$ cat src/first_fit_block_allocator_defines.svh
// Assertion macros for the allocator's RTL files; ffba_dpath uses them.
// Files that check their own logic include this header; it depends on nothing.
`ifndef FIRST_FIT_BLOCK_ALLOCATOR_DEFINES_SVH
`define FIRST_FIT_BLOCK_ALLOCATOR_DEFINES_SVH

// A property that must hold at every clock edge outside reset.
`define FFBA_CHECK(lbl, prop, msg) \
  lbl: assert property (@(posedge clk) disable iff (rst) prop) else $error(msg);

// A condition that must be followed by a consequence in the next cycle.
`define FFBA_NEXT(lbl, ante, cons, msg) \
  lbl: assert property (@(posedge clk) disable iff (rst) (ante) |=> (cons)) else $error(msg);

`endif

$ cat src/ffba_pkg.sv
// Shared constants, table entry type, controller states and the command and
// status groups that join the controller to the datapath. No dependencies.
package ffba_pkg;

  localparam int MAX_BLOCKS   = 64;
  localparam int HEADER_BYTES = 32;
  localparam int IDX_W        = $clog2(MAX_BLOCKS);
  // Pointers reach one past the entry count, which itself reaches MAX_BLOCKS.
  localparam int CNT_W        = $clog2(MAX_BLOCKS + 2);
  localparam int TYPE_W       = 2;
  localparam int BYTE_W       = 21;
  localparam int NEED_W       = BYTE_W + 1;
  localparam int USED_W       = 7;

  localparam logic [BYTE_W-1:0] ARENA_RESET = 21'd65536;

  // Request codes.
  localparam logic [TYPE_W-1:0] REQ_ALLOC = 2'd0;
  localparam logic [TYPE_W-1:0] REQ_FREE  = 2'd1;
  localparam logic [TYPE_W-1:0] REQ_INFO  = 2'd2;

  typedef struct packed {
    logic              used;
    logic [BYTE_W-1:0] request;
    logic [BYTE_W-1:0] start;
  } entry_t;

  typedef enum logic [2:0] {
    ST_INIT,
    ST_IDLE,
    ST_SCAN,
    ST_SHIFT,
    ST_PUT_NEW,
    ST_FINISH
  } state_t;

  typedef struct packed {
    logic load;
    logic init;
    logic scan;
    logic shift;
    logic put_new;
    logic finish;
  } cmd_t;

  typedef struct packed {
    logic bad_type;
    logic scan_done;
    logic do_shift;
    logic copy_done;
    logic put_new;
    logic res_free;
  } status_t;

endpackage

$ cat src/ffba_req_if.sv
// Request channel of the allocator: valid, ready and the request fields.
// Depends on ffba_pkg for field widths.
interface ffba_req_if;
  import ffba_pkg::*;

  logic              valid;
  logic              ready;
  logic [TYPE_W-1:0] req_type;
  logic [BYTE_W-1:0] req_size;
  logic [BYTE_W-1:0] req_offset;

  modport source (output valid, req_type, req_size, req_offset, input ready);
  modport sink (input valid, req_type, req_size, req_offset, output ready);
endinterface

$ cat src/ffba_res_if.sv
// Result channel of the allocator: valid, ready and the result fields.
// Depends on ffba_pkg for field widths.
interface ffba_res_if;
  import ffba_pkg::*;

  logic              valid;
  logic              ready;
  logic              ok;
  logic [BYTE_W-1:0] data_offset;
  logic [USED_W-1:0] used_blocks;
  logic [BYTE_W-1:0] allocated_bytes;
  logic [BYTE_W-1:0] largest_free;

  modport source (output valid, ok, data_offset, used_blocks, allocated_bytes,
                  largest_free, input ready);
  modport sink (input valid, ok, data_offset, used_blocks, allocated_bytes,
                largest_free, output ready);
endinterface

$ cat src/ffba_ctrl.sv
// Controller state machine of the allocator: sequences table init, scan,
// entry shifting and result hand-off. Depends on ffba_pkg.
module ffba_ctrl (
  input  logic             clk,
  input  logic             rst,
  input  logic             cfg_we,
  input  logic             in_valid,
  output logic             in_ready,
  input  ffba_pkg::status_t st,
  output ffba_pkg::cmd_t    cmd
);
  import ffba_pkg::*;

  state_t state, state_next;

  // State register.
  always_ff @(posedge clk) begin
    if (rst) begin
      state <= ST_INIT;
    end else begin
      state <= state_next;
    end
  end

  // Next state.
  always_comb begin
    state_next = state;
    unique case (state)
      ST_INIT: begin
        state_next = ST_IDLE;
      end
      ST_IDLE: begin
        if (cfg_we) begin
          state_next = ST_INIT;
        end else if (in_valid) begin
          state_next = st.bad_type ? ST_FINISH : ST_SCAN;
        end
      end
      ST_SCAN: begin
        if (st.scan_done) begin
          state_next = st.do_shift ? ST_SHIFT : ST_FINISH;
        end
      end
      ST_SHIFT: begin
        if (st.copy_done) begin
          state_next = st.put_new ? ST_PUT_NEW : ST_FINISH;
        end
      end
      ST_PUT_NEW: begin
        state_next = ST_FINISH;
      end
      ST_FINISH: begin
        if (st.res_free) begin
          state_next = ST_IDLE;
        end
      end
      default: begin
        state_next = ST_INIT;
      end
    endcase
  end

  // Commands to the datapath.
  always_comb begin
    in_ready    = (state == ST_IDLE) && !cfg_we;
    cmd         = '0;
    cmd.load    = in_ready && in_valid;
    cmd.init    = (state == ST_INIT);
    cmd.scan    = (state == ST_SCAN);
    cmd.shift   = (state == ST_SHIFT);
    cmd.put_new = (state == ST_PUT_NEW);
    cmd.finish  = (state == ST_FINISH) && st.res_free;
  end

endmodule

$ cat src/ffba_dpath.sv
// Datapath of the allocator: block table memory, scan evaluation, entry
// copy engine and result register. Depends on ffba_pkg and the defines header.
`include "first_fit_block_allocator_defines.svh"

module ffba_dpath (
  input  logic                          clk,
  input  logic                          rst,
  input  logic                          cfg_we,
  input  logic [ffba_pkg::BYTE_W-1:0]   cfg_wdata,
  input  logic [ffba_pkg::TYPE_W-1:0]   req_type,
  input  logic [ffba_pkg::BYTE_W-1:0]   req_size,
  input  logic [ffba_pkg::BYTE_W-1:0]   req_offset,
  input  logic                          res_ready,
  output logic                          res_valid,
  output logic                          ok,
  output logic [ffba_pkg::BYTE_W-1:0]   data_offset,
  output logic [ffba_pkg::USED_W-1:0]   used_blocks,
  output logic [ffba_pkg::BYTE_W-1:0]   allocated_bytes,
  output logic [ffba_pkg::BYTE_W-1:0]   largest_free,
  input  ffba_pkg::cmd_t                cmd,
  output ffba_pkg::status_t             st
);
  import ffba_pkg::*;

  localparam logic [NEED_W-1:0] HDR_N = NEED_W'(HEADER_BYTES);
  localparam logic [BYTE_W-1:0] HDR_B = BYTE_W'(HEADER_BYTES);
  localparam logic [CNT_W-1:0]  MAX_C = CNT_W'(MAX_BLOCKS);
  localparam logic [CNT_W-1:0]  ONE_C = CNT_W'(1);
  localparam logic [CNT_W-1:0]  TWO_C = CNT_W'(2);

  entry_t mem [MAX_BLOCKS];
  entry_t rdata;
  entry_t p;

  logic [BYTE_W-1:0] arena;
  logic [CNT_W-1:0]  count;
  logic [TYPE_W-1:0] op;
  logic [BYTE_W-1:0] size;
  logic [BYTE_W-1:0] off;
  logic [NEED_W-1:0] need;
  logic [CNT_W-1:0]  ptr;
  logic [CNT_W-1:0]  aidx;
  logic [CNT_W-1:0]  cp_left;
  logic              av;
  logic              pv;
  logic              dir_up;
  logic              amt2;
  logic              found;
  logic              prevfree;
  logic [CNT_W-1:0]  fi;
  logic              put_flag;
  logic [CNT_W-1:0]  new_idx;
  logic [BYTE_W-1:0] new_start;
  logic [USED_W-1:0] acc_used;
  logic [BYTE_W-1:0] acc_alloc;
  logic [BYTE_W-1:0] acc_large;
  logic              pend_ok;
  logic [BYTE_W-1:0] pend_off;
  logic [USED_W-1:0] pend_used;
  logic [BYTE_W-1:0] pend_alloc;
  logic [BYTE_W-1:0] pend_large;

  logic [IDX_W-1:0]  rd_addr;
  logic              we;
  logic [IDX_W-1:0]  wa;
  entry_t            wd;
  logic              scan_arr;
  logic              at_end;
  logic [BYTE_W-1:0] end_v;
  logic [BYTE_W-1:0] span;
  logic [NEED_W-1:0] span_x;
  logic [BYTE_W-1:0] pay;
  logic              evalb;
  logic              alloc_hit;
  logic              split;
  logic              alloc_fail;
  logic              free_match;
  logic              free_fail;
  logic              free_dec;
  logic              next_free;
  logic              info_done;
  logic [CNT_W-1:0]  hit_idx;
  logic [USED_W-1:0] used_n;
  logic [BYTE_W-1:0] alloc_n;
  logic [BYTE_W-1:0] large_n;

  // Evaluation of the entry pair at the read port. Block p ends where the
  // arriving entry starts, or at the arena end for the virtual entry past the
  // table.
  always_comb begin
    rd_addr    = ptr[IDX_W-1:0];
    scan_arr   = cmd.scan && av;
    at_end     = (aidx == count);
    end_v      = at_end ? arena : rdata.start;
    span       = (end_v > p.start) ? (end_v - p.start) : '0;
    span_x     = {1'b0, span};
    pay        = (span > HDR_B) ? (span - HDR_B) : '0;
    evalb      = scan_arr && pv;
    hit_idx    = aidx - ONE_C;
    alloc_hit  = evalb && (op == REQ_ALLOC) && !p.used && (span_x >= need);
    split      = alloc_hit && ((span_x - need) >= HDR_N) && (count < MAX_C);
    alloc_fail = scan_arr && (op == REQ_ALLOC) && at_end && !alloc_hit;
    free_match = scan_arr && (op == REQ_FREE) && !found && !at_end &&
                 (({1'b0, rdata.start} + HDR_N) == {1'b0, off});
    free_fail  = scan_arr && (op == REQ_FREE) && !found &&
                 (at_end || (free_match && !rdata.used));
    free_dec   = scan_arr && (op == REQ_FREE) && found;
    next_free  = !at_end && !rdata.used;
    info_done  = scan_arr && (op == REQ_INFO) && at_end;
    used_n     = acc_used + USED_W'(p.used);
    alloc_n    = acc_alloc + (p.used ? p.request : '0);
    large_n    = (!p.used && (pay > acc_large)) ? pay : acc_large;
  end

  // Status to the controller.
  always_comb begin
    st           = '0;
    st.bad_type  = (req_type != REQ_ALLOC) && (req_type != REQ_FREE) &&
                   (req_type != REQ_INFO);
    st.scan_done = alloc_hit || alloc_fail || free_dec || free_fail || info_done;
    st.do_shift  = split || (free_dec && (prevfree || next_free));
    st.copy_done = (cp_left == '0) && !av;
    st.put_new   = put_flag;
    st.res_free  = !res_valid || res_ready;
  end

  // Table write port, one write per cycle.
  always_comb begin
    we = 1'b0;
    wa = '0;
    wd = '0;
    priority if (cmd.init) begin
      we = 1'b1;
    end else if (alloc_hit) begin
      we = 1'b1;
      wa = hit_idx[IDX_W-1:0];
      wd = entry_t'{used: 1'b1, request: size, start: p.start};
    end else if (free_dec && !prevfree) begin
      we = 1'b1;
      wa = fi[IDX_W-1:0];
      wd = entry_t'{used: 1'b0, request: p.request, start: p.start};
    end else if (cmd.shift && av) begin
      we = 1'b1;
      wa = aidx[IDX_W-1:0];
      wd = rdata;
    end else if (cmd.put_new) begin
      we = 1'b1;
      wa = new_idx[IDX_W-1:0];
      wd = entry_t'{used: 1'b0, request: '0, start: new_start};
    end
  end

  // Block table memory with registered read.
  always_ff @(posedge clk) begin
    if (we) begin
      mem[wa] <= wd;
    end
  end

  always_ff @(posedge clk) begin
    rdata <= mem[rd_addr];
  end

  // Scan, decision and copy sequencing.
  always_ff @(posedge clk) begin
    if (rst) begin
      arena     <= ARENA_RESET;
      count     <= ONE_C;
      av        <= 1'b0;
      pv        <= 1'b0;
      found     <= 1'b0;
      put_flag  <= 1'b0;
      cp_left   <= '0;
      res_valid <= 1'b0;
    end else begin
      if (cfg_we) begin
        arena <= cfg_wdata;
        count <= ONE_C;
      end

      if (cmd.load) begin
        op         <= req_type;
        size       <= req_size;
        off        <= req_offset;
        need       <= {1'b0, req_size} + HDR_N;
        ptr        <= '0;
        av         <= 1'b0;
        pv         <= 1'b0;
        found      <= 1'b0;
        put_flag   <= 1'b0;
        cp_left    <= '0;
        acc_used   <= '0;
        acc_alloc  <= '0;
        acc_large  <= '0;
        pend_ok    <= 1'b0;
        pend_off   <= '0;
        pend_used  <= '0;
        pend_alloc <= '0;
        pend_large <= '0;
      end else if (cmd.scan) begin
        if (st.scan_done) begin
          av <= 1'b0;
          if (alloc_hit) begin
            pend_ok  <= 1'b1;
            pend_off <= p.start + HDR_B;
            if (split) begin
              ptr       <= count - ONE_C;
              cp_left   <= count - aidx;
              dir_up    <= 1'b1;
              new_idx   <= aidx;
              new_start <= p.start + need[BYTE_W-1:0];
              put_flag  <= 1'b1;
              count     <= count + ONE_C;
            end
          end else if (free_dec) begin
            pend_ok <= 1'b1;
            if (prevfree && next_free) begin
              // Both neighbors free: drop this block and the next one.
              ptr     <= fi + TWO_C;
              cp_left <= count - fi - TWO_C;
              dir_up  <= 1'b0;
              amt2    <= 1'b1;
              count   <= count - TWO_C;
            end else if (next_free) begin
              ptr     <= fi + TWO_C;
              cp_left <= count - fi - TWO_C;
              dir_up  <= 1'b0;
              amt2    <= 1'b0;
              count   <= count - ONE_C;
            end else if (prevfree) begin
              ptr     <= fi + ONE_C;
              cp_left <= count - fi - ONE_C;
              dir_up  <= 1'b0;
              amt2    <= 1'b0;
              count   <= count - ONE_C;
            end
          end else if (info_done) begin
            pend_ok    <= 1'b1;
            pend_used  <= used_n;
            pend_alloc <= alloc_n;
            pend_large <= large_n;
          end
        end else begin
          av   <= (ptr <= count);
          aidx <= ptr;
          if (ptr <= count) begin
            ptr <= ptr + ONE_C;
          end
          if (scan_arr) begin
            p  <= rdata;
            pv <= 1'b1;
          end
          if (evalb && (op == REQ_INFO)) begin
            acc_used  <= used_n;
            acc_alloc <= alloc_n;
            acc_large <= large_n;
          end
          if (free_match && rdata.used) begin
            found    <= 1'b1;
            fi       <= aidx;
            prevfree <= pv && !p.used;
          end
        end
      end else if (cmd.shift) begin
        // Stream entries up one slot, or down one or two; the write lands in the cycle after the read.
        av <= (cp_left != '0);
        if (cp_left != '0) begin
          ptr     <= dir_up ? (ptr - ONE_C) : (ptr + ONE_C);
          cp_left <= cp_left - ONE_C;
          aidx    <= dir_up ? (ptr + ONE_C) : (ptr - (amt2 ? TWO_C : ONE_C));
        end
      end else begin
        av <= 1'b0;
      end

      // Result register.
      if (cmd.finish) begin
        res_valid       <= 1'b1;
        ok              <= pend_ok;
        data_offset     <= pend_off;
        used_blocks     <= pend_used;
        allocated_bytes <= pend_alloc;
        largest_free    <= pend_large;
      end else if (res_ready) begin
        res_valid <= 1'b0;
      end
    end
  end

  `FFBA_CHECK(a_count_range, (count != '0) && (count <= MAX_C), "entry count out of range")
  `FFBA_CHECK(a_one_outcome, $onehot0({alloc_hit, alloc_fail, free_dec, free_fail, info_done}), "several scan outcomes at once")
  `FFBA_CHECK(a_copy_in_table, (cmd.shift && av) |-> (aidx < count), "copy lands outside the table")
  `FFBA_NEXT(a_split_grows, split, count == $past(count) + ONE_C, "split did not add an entry")

endmodule

$ cat src/first_fit_block_allocator.sv
// Top level of the first-fit block allocator: controller plus datapath.
// Depends on ffba_pkg, ffba_req_if, ffba_res_if, ffba_ctrl and ffba_dpath.
//
//   Channel   Direction  Handshake       Contents
//   req       in         valid / ready   req_type, req_size, req_offset
//   res       out        valid / ready   ok, data_offset, used_blocks,
//                                        allocated_bytes, largest_free
//   cfg       in         cfg_we          cfg_wdata (arena size in bytes)
//
// One request is worked at a time; the table walk reads one entry a cycle from
// the block table memory. A merge or a split adds a shift of the later entries
// to the walk. After reset or a cfg_we write the block writes the first table
// entry in its init state before taking requests.
// A finished result waits in the output register; a new request is taken
// while it waits, and its own result is held until the old one is taken.
module first_fit_block_allocator (
  input  logic                        clk,
  input  logic                        rst,
  input  logic                        cfg_we,
  input  logic [ffba_pkg::BYTE_W-1:0] cfg_wdata,
  ffba_req_if.sink                    req,
  ffba_res_if.source                  res
);
  import ffba_pkg::*;

  cmd_t    cmd;
  status_t st;
  logic    in_ready;

  assign req.ready = in_ready;

  // Controller.
  ffba_ctrl u_ctrl (
    .clk      (clk),
    .rst      (rst),
    .cfg_we   (cfg_we),
    .in_valid (req.valid),
    .in_ready (in_ready),
    .st       (st),
    .cmd      (cmd)
  );

  // Datapath.
  ffba_dpath u_dpath (
    .clk             (clk),
    .rst             (rst),
    .cfg_we          (cfg_we),
    .cfg_wdata       (cfg_wdata),
    .req_type        (req.req_type),
    .req_size        (req.req_size),
    .req_offset      (req.req_offset),
    .res_ready       (res.ready),
    .res_valid       (res.valid),
    .ok              (res.ok),
    .data_offset     (res.data_offset),
    .used_blocks     (res.used_blocks),
    .allocated_bytes (res.allocated_bytes),
    .largest_free    (res.largest_free),
    .cmd             (cmd),
    .st              (st)
  );

endmodule

$ cat src/flat_wrapper.sv
// flat-port wrapper written by rule: the top's interface ports become plain ports
module first_fit_block_allocator_flat import ffba_pkg::*;
  (clk, rst, cfg_we, cfg_wdata, req_valid, req_req_type, req_req_size, req_req_offset, req_ready, res_valid, res_ok, res_data_offset, res_used_blocks, res_allocated_bytes, res_largest_free, res_ready);
  ffba_req_if req_i ();
  ffba_res_if res_i ();
  input  logic clk;
  input  logic rst;
  input  logic cfg_we;
  input  logic [ffba_pkg::BYTE_W-1:0] cfg_wdata;
  input wire logic [$bits(req_i.valid)-1:0] req_valid;
  input wire logic [$bits(req_i.req_type)-1:0] req_req_type;
  input wire logic [$bits(req_i.req_size)-1:0] req_req_size;
  input wire logic [$bits(req_i.req_offset)-1:0] req_req_offset;
  output wire logic [$bits(req_i.ready)-1:0] req_ready;
  output wire logic [$bits(res_i.valid)-1:0] res_valid;
  output wire logic [$bits(res_i.ok)-1:0] res_ok;
  output wire logic [$bits(res_i.data_offset)-1:0] res_data_offset;
  output wire logic [$bits(res_i.used_blocks)-1:0] res_used_blocks;
  output wire logic [$bits(res_i.allocated_bytes)-1:0] res_allocated_bytes;
  output wire logic [$bits(res_i.largest_free)-1:0] res_largest_free;
  input wire logic [$bits(res_i.ready)-1:0] res_ready;
  assign req_i.valid = req_valid;
  assign req_i.req_type = req_req_type;
  assign req_i.req_size = req_req_size;
  assign req_i.req_offset = req_req_offset;
  assign req_ready = req_i.ready;
  assign res_valid = res_i.valid;
  assign res_ok = res_i.ok;
  assign res_data_offset = res_i.data_offset;
  assign res_used_blocks = res_i.used_blocks;
  assign res_allocated_bytes = res_i.allocated_bytes;
  assign res_largest_free = res_i.largest_free;
  assign res_i.ready = res_ready;
  first_fit_block_allocator u_core (.clk(clk), .rst(rst), .cfg_we(cfg_we), .cfg_wdata(cfg_wdata), .req(req_i), .res(res_i));
endmodule
$ cat config.mk
export PLATFORM = sky130hd
export DESIGN_NAME = first_fit_block_allocator_flat
export DESIGN_NICKNAME = d
export VERILOG_FILES = /design/src/ffba_pkg.sv /design/src/ffba_req_if.sv /design/src/ffba_res_if.sv /design/src/ffba_ctrl.sv /design/src/ffba_dpath.sv /design/src/first_fit_block_allocator.sv /design/src/flat_wrapper.sv
export VERILOG_INCLUDE_DIRS = /design/src /design/src/src
export SDC_FILE = /design/constraint.sdc
export NUM_CORES = 2
export LEC_CHECK = 0
export BUFFER_PORTS_ARGS = -buffer_cell sky130_fd_sc_hd__buf_2
export CAP_MARGIN = 20
export CELL_PAD_IN_SITES_DETAIL_PLACEMENT = 1
export CELL_PAD_IN_SITES_GLOBAL_PLACEMENT = 1
export CORE_UTILIZATION = 55
export DETAILED_ROUTE_END_ITERATION = 8
export PLACE_DENSITY_LB_ADDON = 0.1
export SLEW_MARGIN = 20
export SYNTH_ARGS = -nofsm -noshare
export SYNTH_HDL_FRONTEND = slang
export SYNTH_SLANG_ARGS = --single-unit
$ cat constraint.sdc
create_clock -name clk -period 15.8 [get_ports clk]
set_input_delay 0.79 -clock clk [delete_from_list [all_inputs] [get_ports clk]]
set_output_delay 0.79 -clock clk [all_outputs]
set_load 0.1 [all_outputs]
* After elaboration in Yosys (flattened, before gate mapping)
Memory sizes are Yosys's and may differ from the RTL's. A register that Yosys moved wholly into a read port is not among the register bits. Index checks and enable logic that the tools add are counted.
Cells by class: add/sub/neg operators 23, $mul 0, divide/modulo/power cells 0, magnitude comparators 7, eq/ne operators 27, shift operators 0, multiplexer cells 112, bitwise logic cells 4, reduce and logical (&&, ||, !) cells 89
Operator list (number):
- $mux W21 | 25
- $mux W7 | 45
- $mux W43 | 4
- $add A21 B6 Y22 const B | 2
- $add A21 B21 Y21 | 2
- $gt A21 B21 Y1 | 2
- $logic_and A1 B1 Y1 | 34
- $mux W6 | 5
- $sub A7 B1 Y7 const B | 4
- $mux W1 | 24
- $eq A22 B21 Y1 | 1
- $ge A21 B22 Y1 | 1
- $ge A22 B6 Y1 const B | 1
- $sub A21 B22 Y22 | 1
- $add A21 B6 Y21 const B | 1
- $add A7 B1 Y7 const B | 3
- $gt A21 B6 Y1 const B | 1
- $mux W3 | 7
- $reduce_and A7 Y1 | 3
- $sub A21 B21 Y21 | 1
- $sub A21 B6 Y21 const B | 1
- $reduce_and A4 Y1 | 5
- $reduce_bool A2 Y1 | 10
- $pmux W3 S6 | 1
- 38 further kinds | 78
Storage, ports and cells: register bits after elaboration 394, bits in latches 0, memory bits (writable) 2752, ROM bits 0, input port bits 70, output and inout port bits 73, logic and storage cells 300, memories kept 1
Memory list:
- u_core.u_dpath.mem | words 64, bits a word 43, read ports 1, clocked after Yosys merged registers in 1, write ports 1, line ffba_dpath.sv:31 | entry_t mem [MAX_BLOCKS];

* Logic depth before layout (Yosys ltp)
word-level depth 15, mapped depth 36, mapped depth without buffers 31

* By module
Synthesis repeated with hierarchy kept, for this count alone.
Unflattened totals: cell total of the unflattened synthesis 6405, area total of the unflattened synthesis 129092.6 sq um
By module, submodules not included:
- ffba_dpath | times used 1, cells an instance 6366, area an instance 128783.5 sq um, seq. area each 94690.8 sq um
- ffba_ctrl | times used 1, cells an instance 39, area an instance 309.0 sq um, seq. area each 60.1 sq um

* Least setup slack after synthesis
Ideal clock, no wire load.
kind register to register, start reg u_core.u_dpath.count[0], end mem u_core.u_dpath.mem[10][0] (netlist name), enable pin, setup time 0.444 ns, arrival 8.739 ns, required time 15.356 ns, slack 6.617 ns, cell stages (with the launch flop) 34, path buffers 9, clock period less this slack 9.183 ns, path through dfxtp_1 > inv_1 > ha_1 > nand2_1 > nor3_1 > clkbuf_1 > clkbuf_1 > mux2_2 > ha_1 > clkbuf_2 > nand3_1 > o21bai_1 > a31oi_1 > o31a_1 > buf_2 > a211oi_1 > or2_2 > buf_2 > clkbuf_1 > buf_1 > nor2_1 > ha_1 > clkbuf_1 > nand2_1 > nor3_1 > nand4_1 > o41a_1 > a21o_1 > inv_2 > mux2i_1 > and2_1 > nand2b_1 > clkbuf_1 > nor2_1
Between the ends: cells in the longest elaborated chain, start to end 10, elaborated cells on any way between the ends 13, those cells by class add/sub (1); order compare (2); eq/ne (1); mux (8); reduce/logical (1)
RTL lines:
- from (decl) | line ffba_dpath.sv:36 | logic [CNT_W-1:0] count;
- from (signal assigned) | line ffba_dpath.sv:213 | count <= count + ONE_C;
- from (signal assigned) | line ffba_dpath.sv:223 | count <= count - TWO_C;
- from (signal assigned) | line ffba_dpath.sv:229 | count <= count - ONE_C;
- $eq A7 B7 Y1 * | line ffba_dpath.sv:93 | at_end = (aidx == count);
- $mux W21 * | line ffba_dpath.sv:94 | end_v = at_end ? arena : rdata.start;
- $sub A21 B21 Y21 / $gt A21 B21 Y1 (equally long branches) | line ffba_dpath.sv:95 | span = (end_v > p.start) ? (end_v - p.start) : '0;
- $mux W21 * | line ffba_dpath.sv:95
- $ge A21 B22 Y1 * | line ffba_dpath.sv:100 | alloc_hit = evalb && (op == REQ_ALLOC) && !p.used && (span_x >= need);
- $logic_and A1 B1 Y1 * | line ffba_dpath.sv:100
- $mux W1 | line ffba_dpath.sv:134 | end else if (alloc_hit) begin
- $mux W1 | line ffba_dpath.sv:132 | priority if (cmd.init) begin
- $mux W1 | line ffba_dpath.sv:155 | if (we) begin
- $mux W1 (not written as such) | line ffba_dpath.sv:156 | mem[wa] <= wd;
- to (decl) | line ffba_dpath.sv:31
Every way passes the cells marked *; elsewhere a longest branch is shown, timed or not.

* Worst setup path after layout
start reg u_core.u_dpath.count[0], end mem u_core.u_dpath.mem[57][28] (netlist name), enable pin
The elaborated chain is that of the path after synthesis.

==> flow_metrics.tcl <==
set metrics [dict create \
    ys.flop_type "edfxtp_1" \
    synth_commonest_cells "3,098 x edfxtp_1, 903 x mux4_2, 277 x nor2_1" \
    drive_gt1_frac 0.268 \
    cp_max_fo 29 \
    remaining_drc_errors 0 \
    avgSynthCellArea_um2 20.8 \
    crit_slowest_cell "nor2_4" \
    r2r_setup_slack_ns 5.81 \
    async_flop_share 0 \
    grt_pass1_wl_um 503000 \
    cts_made_buffers 337 \
    power.density_mw_per_mm2 125 \
    synth_most_common_cell "edfxtp_1" \
    synth_nets 6385 \
    die-width_um 484 \
    grt_pass1_vias 67163 \
    vias_per_cell 6.70 \
    final_nets 6769 \
    final_cell_area_mm2 0.144 \
    yosys_warnings 0 \
    syn-instance-count 6165 \
    antenna_found_initial 47 \
    htreeDepth 5 \
    dpl_cell_area_mm2 0.133 \
    initial_core_util 0.555 \
    final_cells 9835 \
    grt_max_degree 135 \
    relSlewSlack 0.251 \
    drt-wirelength-per-cell_um 36.1 \
    dieArea_mm2 0.235 \
    dieHeight_um 484 \
    wl_um 355000 \
    maxUsedRoutingLayer "met5" \
    power_leakage_nw 45.0 \
    wl_met2_um 173000 \
    dpl.cell_count 9222 \
    io_buffers 142 \
    final_hold_viol_count 0 \
    first_pass_iters 7 \
    gp_congestion 0.883 \
    min_period_ns 9.99 \
    ant_nets 0 \
    tritoncts "done" \
    yosysSeqAreaShare 0.740 \
    clk_latency_ns 0.97 \
    area_growth_syn_to_layout_pct 12.6 \
    first_iter_violations 9006 \
    cap_violations 0 \
    fmax_mhz 100 \
    crit_path_end_kind "flop" \
    syn_area_mm2 0.128 \
    filler_cell_count 18732 \
    ios 143 \
    rsz0062_at_grt "false" \
    routed-wl-met3_um 30500 \
    holdWs_ns 0.0554 \
    status "finished clean" \
    grt.overflow.total 0 \
    fin_tns_setup_ns 0 \
    ir_drop_v 0.0000963 \
    dpl.hpwl_um 218000 \
    setup.worst_path.class "reg2reg" \
    arrival_ns 10.54 \
    hold_class "in2reg" \
    grt_usage 0.305 \
    synth_top_area_share 0.727 \
    yosys.area.top_type "edfxtp_1" \
    cts.clk_slew.worst_paths_ns 0.07 \
    clk_path_buf_depth 4 \
    synth_edf_count 3098 \
    synthDistinctLibCells 104 \
    num_vias 65854 \
    ys_ff_latch 3184 \
    coreArea_mm2 0.231 \
    critPathRequiredTime_ns 16.35 \
    synthTopCellsByArea "edfxtp_1 73%, mux4_2 16%, ha_1 1.4%" \
    setup_violations 0 \
    finClkSkew_ns 0.0880 \
    cts_root_buffer "clkbuf_16" \
    fin_crit_sh 0.632 \
    num_rows 176 \
    tightest_slew_ns 1.12 \
    drt-met1-wl_um 141000 \
    slew_viol_final 0 \
    cp_slowest_stage_delay_ns 0.94 \
    cts_sinks 3184 \
    cts_resized 0 \
    startpoint_type "flop" \
]
==> per-stage QoR <==
stage               worst slack (ns)  total power [mW]  utilization
CTS                             5.91              18.1        0.625
global route                    5.13              18.4        0.625
global placement                6.29              10.4        0.578
floorplan                       6.62              10.1            -
detailed placement              6.00              10.5        0.578
finish                          5.81              18.0        0.625
==> cell usage in the layout (no fill, tap or decap), types with 18 or more instances in the layout <==
master     instances
xor2_1            54
mux4_2           903
and2_1            30
clkinv_1          64
xnor2_1          104
and3_1            24
o21a_1            30
a31oi_1           28
clkbuf_1          61
ha_1             144
mux2i_1           32
bufinv_16         31
a211oi_1          28
buf_2            142
nand3_1           65
a222oi_1          46
clkinv_2          54
nor3_1            49
buf_4            169
nor2b_1           28
a21o_1            38
nand2_1          143
nand2b_1          23
a21oi_1          101
edfxtp_1        3098
mux2_2            18
inv_1            185
nand4_1           23
clkbuf_16        341
dfxtp_1           86
o21ai_0           75
nor2_4            68
nor2_1           208
==> logic make-up (layout without fill, tap and decap cells) <==
kind of cell,count (synthesis),after routing,synth area share
multiplexers,953,953,0.163
AO/OA/AOI/OAI,509,509,0.0291
XOR/XNOR,158,158,0.0108
flip-flops,3184,3184,0.740
buffers and inverters,472,1102,0.0140
adder cells (fa/ha/maj),150,150,0.0150
other,0,14,0
AND/OR/NAND/NOR,739,739,0.0277
==> layer usage <==
| metal | vias up | global-route usage |
|---|---|---|
| met5 | - | 0 |
| met1 | 35507 | 0.436 |
| met2 | 3364 | 0.493 |
| met4 | 14 | 0.0861 |
| li1 | 26444 | - |
| met3 | 525 | 0.0477 |
==> area by class of cell <==
cell class,count,area (µm²),area share
multi-input combinational,2509,32000,0.222
clock inverter,174,1670,0.0116
antenna,14,35.0,0.000243
inverter,186,698,0.00485
timing repair buffer,331,2240,0.0155
sequential,3184,94800,0.658
clock buffer,411,8890,0.0617
tap,3026,3790,0.0263
==> state kept, by name, summed over array words and instances, names as in the netlist, 17 cells and up <==
register                        flops
u_core.u_dpath.size                21
u_core.u_dpath.arena               21
u_core.u_dpath.p                   43
u_core.u_dpath.need                17
u_core.u_dpath.pend_alloc          21
u_core.u_dpath.acc_large           21
u_core.u_dpath.new_start           21
u_core.u_dpath.largest_free        21
u_core.u_dpath.data_offset         21
u_core.u_dpath.rdata               43
u_core.u_dpath.off                 21
u_core.u_dpath.mem               2752
u_core.u_dpath.allocated_bytes     21
u_core.u_dpath.pend_off            21
u_core.u_dpath.acc_alloc           21
u_core.u_dpath.pend_large          21
==> critical path: cells and delay by family, from the launching register on <==
kind / cells / cell delay (ns)
AND/OR/NAND/NOR: 8 / 3.11
adder cells (fa/ha/maj): 3 / 1.11
AO/OA/AOI/OAI: 8 / 2.26
multiplexers: 2 / 0.86
buffers and inverters: 5 / 1.58
flip-flops: 1 / 0.50
==> where the power goes <==
part / internal [mW] / leakage, nW / switching [mW]
Clock: 4.49 / 5.16 / 3.20
Combinational: 0.321 / 12.3 / 0.614
Sequential: 9.30 / 27.6 / 0.0569
==> worst paths after layout <==
check | from | to | depth (start not counted)
setup / recovery | u_core.u_dpath.count[0] | u_core.u_dpath.mem[57][28] | 26
hold reg to reg | u_core.u_dpath.pend_off[15] | u_core.u_dpath.data_offset[15] | 0
hold / removal | req_req_offset[10] | u_core.u_dpath.off[10] | 1
setup reg to reg | u_core.u_dpath.count[0] | u_core.u_dpath.mem[57][28] | 26
==> timing repair <==
item / 4_1_cts / 5_1_grt
setup buffers: 0 / 0
hold buffers: 14 / 0
hold endpoints to repair: 14 / 0
Power figures use the tool's default switching activity.
